File: src/design/lkvc_pkg.sv
// Shared constants for the LRU key-value cache.
package lkvc_pkg;

   localparam int ENTRIES_DEFAULT    = 16;
   localparam int KEY_BITS_DEFAULT   = 16;
   localparam int VALUE_BITS_DEFAULT = 32;

   // Capacity register: width and reset value
   localparam int CAP_W     = 5;
   localparam int CAP_RESET = 16;

   // Width of the read value on the response port
   localparam int READ_W = 32;

   // Request codes
   localparam logic REQ_GET = 1'b0;
   localparam logic REQ_PUT = 1'b1;

endpackage

File: src/design/lkvc_cell.sv
// One entry of the recency-ordered cell chain: key, value, valid and key match.
module lkvc_cell #(
   parameter int KEY_BITS   = lkvc_pkg::KEY_BITS_DEFAULT,
   parameter int VALUE_BITS = lkvc_pkg::VALUE_BITS_DEFAULT
) (
   input  logic                  clock,
   input  logic                  reset,
   input  logic                  shift_en,
   input  logic                  up_valid,
   input  logic [KEY_BITS-1:0]   up_key,
   input  logic [VALUE_BITS-1:0] up_value,
   input  logic [KEY_BITS-1:0]   lookup_key,
   output logic                  valid,
   output logic [KEY_BITS-1:0]   key,
   output logic [VALUE_BITS-1:0] value,
   output logic                  match
);

   logic                  valid_ff;
   logic                  valid_in;
   logic [KEY_BITS-1:0]   key_ff;
   logic [KEY_BITS-1:0]   key_in;
   logic [VALUE_BITS-1:0] value_ff;
   logic [VALUE_BITS-1:0] value_in;

   // Take the upstream neighbor's entry on a shift, otherwise hold
   always_comb begin
      valid_in = shift_en ? up_valid : valid_ff;
      key_in   = shift_en ? up_key   : key_ff;
      value_in = shift_en ? up_value : value_ff;
   end

   always_ff @(posedge clock) begin
      if (reset) begin
         valid_ff <= 1'b0;
      end else begin
         valid_ff <= valid_in;
      end
   end

   always_ff @(posedge clock) begin
      key_ff   <= key_in;
      value_ff <= value_in;
   end

   assign valid = valid_ff;
   assign key   = key_ff;
   assign value = value_ff;
   assign match = valid_ff && (key_ff == lookup_key);

endmodule

File: src/design/lru_key_value_cache.sv
// Fully associative key-value cache with least-recently-used replacement.
// Flow: an accepted request is held in the request register, the compare pass
// registers its match results, and the update pass shifts the chain and loads
// the response register once the response slot is free. A new request is taken
// while idle or as the previous one commits; a stalled response holds the shift pass.
// Reset: empties the store, clears the fill count and sets capacity to 16.
module lru_key_value_cache #(
   parameter int ENTRIES    = lkvc_pkg::ENTRIES_DEFAULT,
   parameter int KEY_BITS   = lkvc_pkg::KEY_BITS_DEFAULT,
   parameter int VALUE_BITS = lkvc_pkg::VALUE_BITS_DEFAULT
) (
   input  logic                        clock,
   input  logic                        reset,
   // request channel
   input  logic                        req_valid,
   output logic                        req_ready,
   input  logic                        req_type,
   input  logic [KEY_BITS-1:0]         req_key,
   input  logic [VALUE_BITS-1:0]       req_write_value,
   // response channel
   output logic                        rsp_valid,
   input  logic                        rsp_ready,
   output logic                        rsp_hit,
   output logic [lkvc_pkg::READ_W-1:0] rsp_read_value,
   output logic                        rsp_evicted,
   // capacity register
   input  logic                        csr_wr_en,
   input  logic [lkvc_pkg::CAP_W-1:0]  csr_wr_data
);

   localparam int PTR_W = (ENTRIES > 1) ? $clog2(ENTRIES) : 1;
   localparam int CNT_W = $clog2(ENTRIES + 1);
   localparam int CMP_W = (CNT_W > lkvc_pkg::CAP_W) ? CNT_W : lkvc_pkg::CAP_W;

   // Sequencer states
   localparam logic [1:0] ST_IDLE = 2'd0;  // waiting for a request
   localparam logic [1:0] ST_CMP  = 2'd1;  // all cells compare the key
   localparam logic [1:0] ST_UPD  = 2'd2;  // shift the chain, load the response

   logic [1:0] state_ff;
   logic [1:0] state_in;

   // Request holding register
   logic                  req_type_ff;
   logic [KEY_BITS-1:0]   req_key_ff;
   logic [VALUE_BITS-1:0] req_value_ff;

   // Compare results, captured at the end of the compare cycle
   logic                  hit_ff;
   logic [PTR_W-1:0]      hit_pos_ff;
   logic [VALUE_BITS-1:0] hit_value_ff;
   logic [PTR_W-1:0]      hit_pos_in;
   logic [VALUE_BITS-1:0] hit_value_in;

   // Fill count and capacity register
   logic [CNT_W-1:0]           count_ff;
   logic [CNT_W-1:0]           count_in;
   logic [lkvc_pkg::CAP_W-1:0] capacity_ff;

   // Response register
   logic                        rsp_valid_ff;
   logic                        rsp_hit_ff;
   logic [lkvc_pkg::READ_W-1:0] rsp_read_value_ff;
   logic                        rsp_evicted_ff;

   // Cell chain wiring
   logic [ENTRIES-1:0]    cell_valid;
   logic [KEY_BITS-1:0]   cell_key   [ENTRIES];
   logic [VALUE_BITS-1:0] cell_value [ENTRIES];
   logic [ENTRIES-1:0]    cell_match;
   logic [ENTRIES-1:0]    cell_shift;

   // Update-cycle control
   logic                  out_free;
   logic                  commit;
   logic                  is_put;
   logic                  chain_write;
   logic                  evict;
   logic [PTR_W-1:0]      move_pos;
   logic [VALUE_BITS-1:0] front_value;
   logic [CMP_W-1:0]      cap_ext;
   logic [CMP_W-1:0]      eff_cap;
   logic [CMP_W-1:0]      count_ext;

   //--------------------------------------------------------------------------
   // Handshake. A new request may be taken in the same cycle that the previous
   // one commits, so the next compare already sees the shifted chain.
   //--------------------------------------------------------------------------
   assign out_free  = !rsp_valid_ff || rsp_ready;
   assign commit    = (state_ff == ST_UPD) && out_free;
   assign req_ready = (state_ff == ST_IDLE) || commit;

   always_comb begin
      state_in = state_ff;
      unique case (state_ff)
         ST_IDLE: begin
            if (req_valid) begin
               state_in = ST_CMP;
            end
         end
         ST_CMP: begin
            state_in = ST_UPD;
         end
         ST_UPD: begin
            // hold here while the response register is still occupied
            if (commit) begin
               state_in = req_valid ? ST_CMP : ST_IDLE;
            end
         end
         default: begin
            state_in = ST_IDLE;
         end
      endcase
   end

   always_ff @(posedge clock) begin
      if (reset) begin
         state_ff <= ST_IDLE;
      end else begin
         state_ff <= state_in;
      end
   end

   // Capture the request on each transfer
   always_ff @(posedge clock) begin
      if (req_valid && req_ready) begin
         req_type_ff  <= req_type;
         req_key_ff   <= req_key;
         req_value_ff <= req_write_value;
      end
   end

   //--------------------------------------------------------------------------
   // Compare pass: keys are unique among valid cells, so at most one match;
   // OR-reduce its position and value.
   //--------------------------------------------------------------------------
   always_comb begin
      hit_pos_in   = '0;
      hit_value_in = '0;
      for (int i = 0; i < ENTRIES; i++) begin
         if (cell_match[i]) begin
            hit_pos_in   = hit_pos_in | PTR_W'(i);
            hit_value_in = hit_value_in | cell_value[i];
         end
      end
   end

   always_ff @(posedge clock) begin
      if (state_ff == ST_CMP) begin
         hit_ff       <= |cell_match;
         hit_pos_ff   <= hit_pos_in;
         hit_value_ff <= hit_value_in;
      end
   end

   //--------------------------------------------------------------------------
   // Update pass. The chain is ordered by recency, cell 0 most recent and the
   // valid cells forming a prefix. Every change is a move to front: cells
   // 0..move_pos take their upstream neighbor and cell 0 takes the entry.
   //   hit:            move_pos is the matching cell
   //   miss, evicting: move_pos is the last valid cell, which drops off
   //   miss, room:     move_pos is the first free cell
   //--------------------------------------------------------------------------
   assign is_put    = (req_type_ff == lkvc_pkg::REQ_PUT);
   assign cap_ext   = CMP_W'(capacity_ff);
   assign count_ext = CMP_W'(count_ff);

   always_comb begin
      // zero capacity behaves as one, anything beyond the chain as full size
      priority if (cap_ext == '0) begin
         eff_cap = CMP_W'(1);
      end else if (cap_ext > CMP_W'(ENTRIES)) begin
         eff_cap = CMP_W'(ENTRIES);
      end else begin
         eff_cap = cap_ext;
      end
   end

   assign evict       = is_put && !hit_ff && (count_ext >= eff_cap);
   assign chain_write = commit && (is_put || hit_ff);
   assign front_value = is_put ? req_value_ff : hit_value_ff;

   always_comb begin
      priority if (hit_ff) begin
         move_pos = hit_pos_ff;
      end else if (evict) begin
         move_pos = PTR_W'(count_ff - CNT_W'(1));
      end else begin
         move_pos = PTR_W'(count_ff);
      end
   end

   always_comb begin
      for (int i = 0; i < ENTRIES; i++) begin
         cell_shift[i] = chain_write && (PTR_W'(i) <= move_pos);
      end
   end

   // A put of a new key grows the store unless it evicted
   always_comb begin
      count_in = count_ff;
      if (commit && is_put && !hit_ff && !evict) begin
         count_in = count_ff + CNT_W'(1);
      end
   end

   always_ff @(posedge clock) begin
      if (reset) begin
         count_ff    <= '0;
         capacity_ff <= lkvc_pkg::CAP_W'(lkvc_pkg::CAP_RESET);
      end else begin
         count_ff <= count_in;
         if (csr_wr_en) begin
            capacity_ff <= csr_wr_data;
         end
      end
   end

   //--------------------------------------------------------------------------
   // Cell chain
   //--------------------------------------------------------------------------
   for (genvar g = 0; g < ENTRIES; g++) begin : g_cell
      logic                  up_valid;
      logic [KEY_BITS-1:0]   up_key;
      logic [VALUE_BITS-1:0] up_value;

      if (g == 0) begin : g_head
         assign up_valid = 1'b1;
         assign up_key   = req_key_ff;
         assign up_value = front_value;
      end else begin : g_link
         assign up_valid = cell_valid[g-1];
         assign up_key   = cell_key[g-1];
         assign up_value = cell_value[g-1];
      end

      lkvc_cell #(
         .KEY_BITS   (KEY_BITS),
         .VALUE_BITS (VALUE_BITS)
      ) u_cell (
         .clock      (clock),
         .reset      (reset),
         .shift_en   (cell_shift[g]),
         .up_valid   (up_valid),
         .up_key     (up_key),
         .up_value   (up_value),
         .lookup_key (req_key_ff),
         .valid      (cell_valid[g]),
         .key        (cell_key[g]),
         .value      (cell_value[g]),
         .match      (cell_match[g])
      );
   end

   //--------------------------------------------------------------------------
   // Response register: load on commit, drop on transfer
   //--------------------------------------------------------------------------
   always_ff @(posedge clock) begin
      if (reset) begin
         rsp_valid_ff <= 1'b0;
      end else if (commit) begin
         rsp_valid_ff <= 1'b1;
      end else if (rsp_ready) begin
         rsp_valid_ff <= 1'b0;
      end
   end

   always_ff @(posedge clock) begin
      if (commit) begin
         rsp_hit_ff        <= hit_ff;
         rsp_read_value_ff <= (!is_put && hit_ff) ?
                              lkvc_pkg::READ_W'(hit_value_ff) : '0;
         rsp_evicted_ff    <= evict;
      end
   end

   assign rsp_valid      = rsp_valid_ff;
   assign rsp_hit        = rsp_hit_ff;
   assign rsp_read_value = rsp_read_value_ff;
   assign rsp_evicted    = rsp_evicted_ff;

   //--------------------------------------------------------------------------
   // Assertions
   //--------------------------------------------------------------------------
   logic [ENTRIES-1:0] fill_mask;

   always_comb begin
      for (int i = 0; i < ENTRIES; i++) begin
         fill_mask[i] = (CNT_W'(i) < count_ff);
      end
   end

   // valid cells always form a prefix as long as the fill count
   a_prefix: assert property (@(posedge clock) disable iff (reset)
      cell_valid == fill_mask)
      else $error("valid cells do not match the fill count");

   // keys stay unique, so a lookup matches at most one cell
   a_unique: assert property (@(posedge clock) disable iff (reset)
      $onehot0(cell_match))
      else $error("key present in more than one cell");

   // an eviction only comes from a put that missed
   a_evict: assert property (@(posedge clock) disable iff (reset)
      commit && evict |=> rsp_valid && rsp_evicted && !rsp_hit)
      else $error("eviction reported with a hit");

   // the fill count never grows past the chain
   a_count: assert property (@(posedge clock) disable iff (reset)
      CMP_W'(count_ff) <= CMP_W'(ENTRIES))
      else $error("fill count beyond the number of cells");

endmodule

File: config.mk
export PLATFORM = sky130hd
export DESIGN_NAME = lru_key_value_cache
export DESIGN_NICKNAME = d
export VERILOG_FILES = /design/src/design/lkvc_pkg.sv /design/src/design/lkvc_cell.sv /design/src/design/lru_key_value_cache.sv
export SDC_FILE = /design/constraint.sdc
export NUM_CORES = 1
export LEC_CHECK = 0
export BUFFER_PORTS_ARGS = -buffer_cell sky130_fd_sc_hd__buf_2
export CORE_MARGIN = 3
export CORE_UTILIZATION = 35
export DETAILED_ROUTE_END_ITERATION = 12
export HOLD_SLACK_MARGIN = 0.15
export PLACE_DENSITY = 0.57
export SLEW_MARGIN = 5
export SYNTH_ARGS = -nofsm -noshare
export SYNTH_HDL_FRONTEND = slang
export SYNTH_HIERARCHICAL = 1
export SYNTH_SLANG_ARGS = --single-unit
File: constraint.sdc
create_clock -name clock -period 23.2 [get_ports clock]
set_input_delay 4.64 -clock clock [delete_from_list [all_inputs] [get_ports clock]]
set_output_delay 4.64 -clock clock [all_outputs]
set_load 0.02 [all_outputs]
# After elaboration in Yosys (flattened, before gate mapping)
# Cells that the tools add are included.
# totals
out_inout_bits,36
regBits,917
# op_classes
magnitude_cmp,18
n_bitwise,15
add_sub_neg,2
reduce_logical,56
n_eq_ne,20
muxes,38
# op_table
op,n
two-way mux 32 bit,17
OR 32 bit,15
== test 16 bit,16
logical AND 1 bit,41
"less-or-equal comparator 4 bit, first input constant",8
"less-or-equal comparator 3 x 4 -> 1 bit, first input constant",4
OR reduction 16 bit,1
two-way mux 2 bit,6
two-way mux 3 bit,4
two-way mux 5 bit,2
"less-or-equal comparator 1 x 4 -> 1 bit, first input constant",2
"less-or-equal comparator 2 x 4 -> 1 bit, first input constant",2
two-way mux 4 bit,2
OR reduction 8 bit,1
two-way mux 1 bit,6
one-hot mux 2 bit (3 select lines),1
"adder 5 x 1 -> 5 bit, second input constant",1
>= comparator 5 bit,1
"greater-than comparator 5 bit, second input constant",1
logical NOT 5 bit,1
logical NOT 1 bit,4
"!= test 2 bit, second input constant",2
OR reduction 4 bit,1
"subtractor 4 x 1 -> 4 bit, second input constant",1
other kinds (7),9

# Depth between registers and ports, before layout
# Gate-level depths: netlist of the first run.
# depth
ltp_word,33
mapped_depth,13

# By module
# The synthesis of the first run kept the hierarchy.
# by_module_without_submodules
mod,n_inst,area_per_inst_um2,seq_area_each_um2,cells_per_inst
lkvc_cell,16,1656.6,1461.4,73
lru_key_value_cache,1,7917.6,3863.7,681

# Worst setup path before layout of the first run
# OpenSTA, ideal clock, no wires.
# synth_path
path_kind,in2reg
startpoint,input rsp_ready
endpoint,register g_cell[15].u_cell.valid_ff
required_time_ns,23.082
arrival_time_ns,11.834
path_slack_ns,11.248
setup_time_ns,0.118
stages,7
n_path_buf,0
cell_sequence,nor2b_1 > nor2_1 > o21a_1 > o211ai_1 > nor3_1 > mux2i_1 > nor2_1
# synth_between
elab_chain_len,4
# synth_rtl
element,line_no,rtl
"start, declared",lru_key_value_cache.sv:22,"input logic rsp_ready,"
logical OR 1 bit,lru_key_value_cache.sv:89,assign out_free = !rsp_valid_ff || rsp_ready;
logical AND 1 bit,lru_key_value_cache.sv:90,assign commit = (state_ff == ST_UPD) && out_free;
named net commit,lru_key_value_cache.sv:75,logic commit;
logical AND 1 bit,lru_key_value_cache.sv:180,assign chain_write = commit && (is_put || hit_ff);
logical AND 1 bit,lru_key_value_cache.sv:195,cell_shift[i] = chain_write && (PTR_W'(i) <= move_pos);
named net cell_shift[15],lru_key_value_cache.sv:71,logic [ENTRIES-1:0] cell_shift;
"end signal, assigned",lkvc_cell.sv:37,valid_ff <= valid_in;
"end, declared",lkvc_cell.sv:19,logic valid_ff;
# The timed path passes the listed nets, and every way through them passes these cells.
# A chain may end at the register's enable or synchronous reset.

# Final worst setup path of the first run
# layout_path
startpoint,input rsp_ready
endpoint,output req_ready
# layout_between
elab_chain_len,3
# layout_rtl
element,line_no,rtl
logical OR 1 bit,lru_key_value_cache.sv:89,
logical AND 1 bit,lru_key_value_cache.sv:90,
logical OR 1 bit,lru_key_value_cache.sv:91,assign req_ready = (state_ff == ST_IDLE) || commit;
"end, declared",lru_key_value_cache.sv:16,"output logic req_ready,"
# Every way passes these cells.

==> reports/metrics.csv, run 1 <==
metric;value;unit
setup_viol;0;
ir_worst_vdd;0.0650;mV
fp.dieH;320;um
pwr-share-comb;2.3;%
cp.arrival;5.44;ns
final.period_utilization;43.5;%
boundaryPins;95;
p_per_area;86.3;nW/um^2
cp-end-kind;output pin;
grt_first_pass_wirelength;129000;um
r2r_setup_slack;19.34;ns
syn_inst;1849;
track_usage;16.9;%
yosysUniqueCellTypes;48;
status;finished clean;
crit_path_start_kind;input pin;
yosys.area.top_type;edfxtp_1;
slew_headroom;25.4;%
power.leakage;12.7;nW
period_needed;10.08;ns
drc_errors;0;
skew;0.0265;ns
cts_hold_buf;0;
routed_wl;87800;um
cts_resized;0;
postRouteAntennaNets;0;
grt_max_degree;50;
fmax;99.2;MHz
synth_edf_count;888;
die_x;320;um
cts_tree;built;
power.internal;2.73;mW
grt_pass1_vias;19000;
core-area;97100;sq um
fp-row-count;114;
vias_per_cell;5.44;
synth_warnings;6;
syn-num-nets;1915;
n_fill_cell;8515;
criticalPathCategory;in -> out;
ys.flop_type;edfxtp_1;
hold_ws;0.441;ns
portBuffers;94;
pwr-share-clk;44.2;%
async_reset_ff_share;0;%
ys_seq_area_share;79.2;%
path_max_fanout;4;
p_switching;0.712;mW
hp-class;reg -> reg;
nets;2071;
ys_ff_latch;917;
netlist.area_leader.share;77.5;%
clk_pin_slew;0.07;ns
first_pass_iters;6;
final_layout_size_suffix_gt1_share;16.8;%
cts_made_buffers;94;
cts-root-buf;clkbuf_16;
avgSynthCellArea;18.6;sq um
htreeDepth;3;
dpl.hpwl;45300;um
p_seq_share;53.6;%
drt_iter0_markers;1852;
wire_per_inst;26.1;um
final_util;41.0;%
clk_latency;0.64;ns
areaGrowthSynthToFinish;15.8;%
reg2reg_from;cap_ext[1];
via_count;18300;
setup_tns;0;ns
drv_cap;0;
required;18.56;ns
antenna_found_initial;6;
switching_share;20.7;%
crit_start;rsp_ready;
critPathCapture;req_ready;
clk_path_buf_depth;3;
cts.sinks;917;
finalMaxSlewViolations;0;
gr-total-overflow;0;
syn-cell-area;34400;sq um
post-cts-setup-buffers;0;
gp_congestion;0.781;
floorplan.initialDensity;35.4;%
total_power;3.44;mW
die-area;102000;sq um
worstMarginPinSlew;1.12;ns
synthTopCellsByArea;edfxtp_1 (77%), xnor2_1 (4.9%), a221oi_1 (3.3%);
worstReg2RegEnd;g_cell[5].u_cell/value[8];
reg2regPathDepth;11;
hold_violations;0;
rsz0062_at_grt;false;
## stage by stage
stage	setup WS, ns	area (sq um)	instances
detailed placement	13.12	36800	3185
global placement	13.17	36800	3185
floorplan	11.25	34400	1849
global route	13.04	39900	3360
finish	13.12	39900	3361
CTS	13.11	39900	3359
## cell families (layout without fill, tap and decap cells)
logic type / Yosys count / after routing / share of synthesized area (%)
compound gates: 284 / 284 / 7.09
buf+inv: 81 / 315 / 0.909
flops: 917 / 917 / 79.2
xor+xnor: 261 / 261 / 6.64
fa+ha+maj: 7 / 7 / 0.254
mux: 53 / 53 / 1.66
other cells: 1 / 3 / 0.0109
simple gates: 245 / 245 / 4.29
## flip-flops by register name (all words and copies together) (netlist names)
name and flops:
rsp_read_value 32, hit_value_ff 32, g_cell.u_cell/key 256, hit_pos_ff 4, g_cell.u_cell/value 512, rsp_valid 1
g_cell.up_key 16, count_ext 5, g_cell.u_cell/valid 16, state_ff 2, req_value_ff 32, rsp_hit 1
rsp_evicted 1, hit_ff 1, cap_ext 5, is_put 1
## placed cells by master, fill, tap and decap left out, drive strengths merged, types with 2 or more instances in the layout
| cell | n |
|---|---|
| a31oi | 3 |
| or4 | 3 |
| edfxtp | 888 |
| buf | 135 |
| a22o | 128 |
| nand4 | 82 |
| a21oi | 8 |
| nand2 | 31 |
| bufinv | 9 |
| nand3 | 4 |
| and2 | 33 |
| nand2b | 5 |
| mux2 | 32 |
| diode | 2 |
| inv | 10 |
| ha | 7 |
| o21ai | 8 |
| nor3 | 5 |
| o211ai | 2 |
| xor2 | 67 |
| clkbuf | 119 |
| clkinvlp | 6 |
| nor2b | 4 |
| clkinv | 36 |
| or3 | 4 |
| nor2 | 35 |
| dfxtp | 29 |
| nor4 | 35 |
| xnor2 | 194 |
| a221oi | 129 |
| mux2i | 21 |
## cell type report
cell class	instances	area, sq um	share of cell area (%)
multi-input cells	851	7170	18.0
flip-flops and latches	917	27200	68.3
repair buffers	135	778	1.95
clock buffers	119	2530	6.34
diodes	2	5.00	0.0126
inverters	6	22.5	0.0565
clock inverters	55	528	1.32
well taps	1276	1600	4.00
## routing by layer
metal | routed length, um | GRT usage [%] | share of wire, %
met1 | 36900 | 22.9 | 42
met2 | 41300 | 27.5 | 47
met3 | 7220 | 3.41 | 8.2
met4 | 2310 | 5.33 | 2.6
met5 | 34 | 0 | 0.039
## power groups by stage
stage	clock, mW	sequential (mW)	combinational [mW]
4_1_cts	1.55	1.84	0.0807
3_3_place_gp	0	1.88	0.0786
5_1_grt	1.61	1.85	0.0859
2_1_floorplan	0	1.88	0.0439
6_report	1.52	1.84	0.0787
3_5_place_dp	0	1.88	0.0801
## worst max-delay path, stage by stage
cell     delay (ns)
buf_2          0.11
nor2b_1        0.31
a21oi_1        0.19
buf_2          0.19
## worst min path at each step
stage | startpoint | to | slack (ns) | depth (start not counted)
6_report | g_cell[9].u_cell/value[2] | g_cell[10].u_cell/value[2] | 0.44 | 0
5_1_grt | g_cell[8].u_cell/value[1] | g_cell[9].u_cell/value[1] | 0.45 | 0
2_1_floorplan | g_cell[11].u_cell/value[30] | g_cell[12].u_cell/value[30] | 0.43 | 0
3_3_place_gp | g_cell[2].u_cell/value[29] | g_cell[3].u_cell/value[29] | 0.43 | 0
4_1_cts | g_cell[9].u_cell/value[2] | g_cell[10].u_cell/value[2] | 0.44 | 0
3_5_place_dp | g_cell[8].u_cell/value[1] | g_cell[9].u_cell/value[1] | 0.43 | 0
## synth_stat cells (16+ instances only)
cell,n
edfxtp_1,888
nand4_1,82
xor2_1,67
clkbuf_1,71
nor4_1,19
a221oi_1,128
mux2_2,32
nor4_2,16
mux2i_1,21
nand2_1,31
nor2_1,35
and2_1,33
xnor2_1,194
dfxtp_1,29
a22o_1,128
(Power assumes the default switching activity.)
==> run 2, diff against run 1 <==
--- a/config.mk
+++ b/config.mk
@@ -10,7 +10,7 @@
 export CORE_UTILIZATION = 35
 export DETAILED_ROUTE_END_ITERATION = 12
 export HOLD_SLACK_MARGIN = 0.15
-export PLACE_DENSITY = 0.57
+export PLACE_DENSITY = 0.59
 export SLEW_MARGIN = 5
 export SYNTH_ARGS = -nofsm -noshare
 export SYNTH_HDL_FRONTEND = slang
==> constraint.sdc (replaced) <==
create_clock -name clock -period 9.24 [get_ports clock]
set_input_delay 1.848 -clock clock [delete_from_list [all_inputs] [get_ports clock]]
set_output_delay 1.848 -clock clock [all_outputs]
set_load 0.02 [all_outputs]
==> run 2 against run 1 <==
Worst setup slack got worse by 9.4 ns. Register-to-register slack got worse by 15 ns. Hold slack improved by 0.0056 ns. Sequential power grew to 2.5 times the previous value. Via count up 0.54%. Flip-flop and latch count unchanged. Die area unchanged. Critical endpoint is now g_cell[4].u_cell/value[14]. Largest cell class unchanged. Largest power group unchanged.
==> reports/metrics.csv, run 2 (synthesized netlist as in run 1, its figures left out) <==
metric;value;unit
final.period_utilization;59.6;%
gr-total-overflow;0;
crit_path_start_kind;input pin;
die-area;102000;sq um
cts_tree;built;
routed_wl;87800;um
skew;0.0220;ns
cts_resized;0;
largest_reg_flops;512;
drv_cap;0;
status;finished clean;
n_antenna_cell;0;
p_per_area;217;nW/um^2
fp-row-count;114;
clk_latency;0.66;ns
setup_tns;0;ns
fin_area;39900;sq um
cp.arrival;5.79;ns
nets;2077;
floorplan.initialDensity;35.4;%
drc_errors;0;
fmax;182;MHz
path_max_fanout;35;
period_needed;5.51;ns
final_layout_size_suffix_gt1_share;16.8;%
multi_input_area;7150;sq um
wire_per_inst;26.1;um
grt_max_degree;50;
clk_pin_slew;0.06;ns
drt_iter0_markers;1935;
gp_congestion;0.797;
n_fill_cell;8477;
die_x;320;um
boundaryPins;95;
clk_path_buf_depth;3;
slew_headroom;27.4;%
criticalPathCategory;in -> reg;
hp-class;reg -> reg;
setup_viol;0;
worstMarginPinSlew;1.09;ns
grt_first_pass_wirelength;130000;um
placed_area;36800;sq um
core-area;97100;sq um
cts_made_buffers;95;
rsz0062_at_grt;false;
post-cts-setup-buffers;0;
fp.dieH;320;um
final_cell_mix;edfxtp_1 (888), xnor2_1 (194), a22o_1 (128), a221oi_1 (128), clkbuf_16 (95);
htreeDepth;3;
cts.sinks;917;
track_usage;17.0;%
portBuffers;94;
power.leakage;12.7;nW
finalMaxSlewViolations;0;
dpl.hpwl;48100;um
required;9.52;ns
antenna_found_initial;4;
ff_latch_area;27200;sq um
ir_worst_vdd;0.124;mV
vias_per_cell;5.46;
hold_violations;0;
cp-end-kind;flop;
areaGrowthSynthToFinish;16.0;%
cts_hold_buf;0;
via_count;18400;
first_pass_iters;5;
layout.cells.most_common;edfxtp_1;
grt_pass1_vias;19200;
postRouteAntennaNets;0;
cts-root-buf;clkbuf_16;
==> run 2: cell count changes in the layout (fill, tap and decap cells not counted), sizes merged <==
cell,before,now
buf,135,140
clkbuf,119,126
clkinv,36,29
clkinvlp,6,4
diode,2,0
inv,10,11
==> run 2: per-stage QoR <==
step | power [mW] | util, % | setup WS [ns] | std cells | hold WS, ns
2_1_floorplan | 4.83 | - | 0.0796 | 1849 | 0.426
3_3_place_gp | 4.92 | 37.9 | 3.15 | 3190 | 0.429
3_5_place_dp | 4.93 | 37.9 | 3.05 | 3190 | 0.435
4_1_cts | 8.73 | 41.1 | 3.74 | 3363 | 0.442
5_1_grt | 8.92 | 41.1 | 3.56 | 3363 | 0.455
6_report | 8.65 | 41.1 | 3.73 | 3363 | 0.446
==> run 2: cell type report <==
class                      instances  share of cell area, %
multi-input combinational        851                   17.9
tap                             1276                   4.00
inverter                           6                 0.0564
clock buffer                     126                   6.30
clock inverter                    47                   1.44
timing repair buffer             140                   2.04
sequential                       917                   68.2
==> run 2: final timing paths <==
kind	start	endpoint	slack (ns)	cells after the start
setup / recovery	rsp_ready	g_cell[4].u_cell/value[14]	3.73	10
hold / removal	g_cell[4].u_cell/value[29]	g_cell[5].u_cell/value[29]	0.45	0
setup reg to reg	state_ff[1]	g_cell[4].u_cell/value[14]	4.56	9
hold reg to reg	g_cell[4].u_cell/value[29]	g_cell[5].u_cell/value[29]	0.45	0
==> run 2: critical path, stage by stage <==
cell and delay (ns):
buf_2 0.08, nor2b_1 0.08, nor2_4 0.11, buf_4 0.53
o21a_2 0.85, buf_4 0.57, o211ai_1 0.16, buf_4 0.26
nand2_2 0.48, buf_4 0.67
==> run 2: per-layer routing <==
layer  track usage, %  share of wire, %  vias up
li1                 -                 -     7808
met1             23.5                42     9518
met2             27.4                47      915
met3             3.54               8.7      130
met4             4.57               2.1        0
met5                0                 0        -
==> run 2: power breakdown <==
part           switching, mW  internal (mW)  total (mW)
Combinational          0.132         0.0776       0.210
Clock                   1.63           2.19        3.81
Sequential            0.0418           4.58        4.63
Total                   1.80           6.85        8.65
==> run 3, diff against run 2 <==
--- a/config.mk
+++ b/config.mk
@@ -10,7 +10,7 @@
 export CORE_UTILIZATION = 35
 export DETAILED_ROUTE_END_ITERATION = 12
 export HOLD_SLACK_MARGIN = 0.15
-export PLACE_DENSITY = 0.59
+export PLACE_DENSITY = 0.57
 export SLEW_MARGIN = 5
 export SYNTH_ARGS = -nofsm -noshare
 export SYNTH_HDL_FRONTEND = slang
==> constraint.sdc (replaced) <==
create_clock -name clock -period 5.5 [get_ports clock]
set_input_delay 1.1 -clock clock [delete_from_list [all_inputs] [get_ports clock]]
set_output_delay 1.1 -clock clock [all_outputs]
set_load 0.02 [all_outputs]
==> run 3 against run 2 <==
Combinational power is 77% higher. Via count grew 0.40%. Power is 67% higher. Utilization rose by 0.14 points. Clock-buffer cell count stayed put. Hold slack lost 0.012 ns. Critical path type is now reg -> reg.
==> reports/metrics.csv, run 3 (synthesized netlist as in run 1, its figures left out) <==
metric;value;unit
skew;0.0247;ns
path_max_fanout;33;
cts-root-buf;clkbuf_16;
cts.sinks;917;
boundaryPins;95;
cts_tree;built;
core-area;97100;sq um
drt_iter0_markers;1837;
r2r_setup_slack;1.40;ns
floorplan.initialDensity;35.4;%
global_route.usage.met2;27.5;%
nets;2084;
clk_path_buf_depth;3;
critical_path.top_delay_family;simple AND/OR/NAND/NOR gates;
die-area;102000;sq um
reg2reg_from;cap_ext[1];
grt_pass1_vias;19100;
wire_per_inst;26.6;um
hp-class;reg -> reg;
finalMaxSlewViolations;0;
final.period_utilization;74.5;%
layout.cells.most_common;edfxtp_1;
routed_wl;89700;um
die_x;320;um
clk_latency;0.65;ns
final_cell_mix;edfxtp_1 (888), xnor2_1 (194), a22o_1 (128), a221oi_1 (128), clkbuf_16 (97);
dpl.hpwl;48300;um
crit_start;cap_ext[1];
power.leakage;12.8;nW
fp.dieH;320;um
cts_resized;0;
hp-start;g_cell[5].u_cell/value[14];
track_usage;17.3;%
drc_errors;0;
path_buf_inv;1;
grt_first_pass_wirelength;131000;um
setup_tns;0;ns
postRouteAntennaNets;0;
n_antenna_cell;0;
required;6.02;ns
clk_pin_slew;0.07;ns
crit_path_start_kind;flop;
p_per_area;362;nW/um^2
cts_made_buffers;95;
criticalPathCategory;reg -> reg;
slew_headroom;22.3;%
hold_depth;0;
path_common_cell;nor2_1;
max_stage_delay;0.92;ns
fmax;244;MHz
status;finished clean;
grtUsageMet1;23.9;%
ir_worst_vdd;0.209;mV
grt_busiest_layer;met2;
htreeDepth;3;
post-cts-setup-buffers;0;
dp.cells;3197;
first_pass_iters;7;
fp-row-count;114;
met3_usage;3.47;%
crit_slowest_cell;nor3_4;
cp-end-kind;flop;
largest_reg_flops;512;
setup_viol;0;
rsz0062_at_grt;false;
vias_per_cell;5.46;
hold_violations;0;
period_needed;4.10;ns
gp_congestion;0.785;
reg2regPathDepth;13;
cp.arrival;4.62;ns
cts_hold_buf;0;
grt_max_degree;50;
via_count;18400;
worstReg2RegEnd;g_cell[15].u_cell/valid;
final_layout_size_suffix_gt1_share;17.2;%
antenna_found_initial;2;
gr-total-overflow;0;
min_to;g_cell[6].u_cell/value[14];
final_util;41.2;%
worstMarginPinSlew;1.16;ns
areaGrowthSynthToFinish;16.4;%
portBuffers;94;
stdcell_count;3375;
cp_cell_sequence;nor3_1, nor2_1, nor2_1, ha_1, nor2b_1, o21ai_2, a21o_1, a221oi_2, nand2_1, nor3_4, buf_4, mux2i_1, nor2_1;
drv_cap;0;
## run 3: routing by layer
metal  vias to the layer above  part of all wire (%)
li1                       7818                     -
met3                       183                   8.4
met1                      9517                    42
met4                         0                   2.9
met5                         -                     0
met2                       926                    46
## run 3: how the worst max path moves through the flow
stage | to | slack [ns] | cells past startpoint
4_1_cts | g_cell[15].u_cell/valid | 1.38 | 13
3_3_place_gp | g_cell[15].u_cell/valid | 1.41 | 13
3_5_place_dp | g_cell[15].u_cell/valid | 1.37 | 13
5_1_grt | g_cell[15].u_cell/valid | 1.15 | 13
2_1_floorplan | g_cell[4].u_cell/valid | 0.18 | 7
6_report | g_cell[15].u_cell/valid | 1.40 | 13
## run 3: report_power, final
| part | internal (mW) | switching [mW] |
|---|---|---|
| Sequential | 7.70 | 0.0586 |
| Clock | 3.61 | 2.74 |
| Combinational | 0.135 | 0.236 |
## run 3: cell type report
| type | instances | area (sq um) |
|---|---|---|
| Sequential cell | 917 | 27200 |
| Tap cell | 1276 | 1600 |
| Timing Repair Buffer | 147 | 943 |
| Clock buffer | 126 | 2590 |
| Fill cell | 8526 | 57100 |
| Inverter | 6 | 22.5 |
| Clock inverter | 52 | 477 |
| Multi-Input combinational cell | 851 | 7190 |
## run 3: per-stage QoR
step / cell area (sq um) / hold WS [ns] / worst slack, ns / power, mW
6_report: 40100 / 0.434 / 1.40 / 14.5
4_1_cts: 40100 / 0.438 / 1.38 / 14.6
2_1_floorplan: 34500 / 0.426 / 0.176 / 8.11
5_1_grt: 40100 / 0.453 / 1.15 / 14.9
3_3_place_gp: 37000 / 0.430 / 1.41 / 8.28
3_5_place_dp: 37000 / 0.434 / 1.37 / 8.29
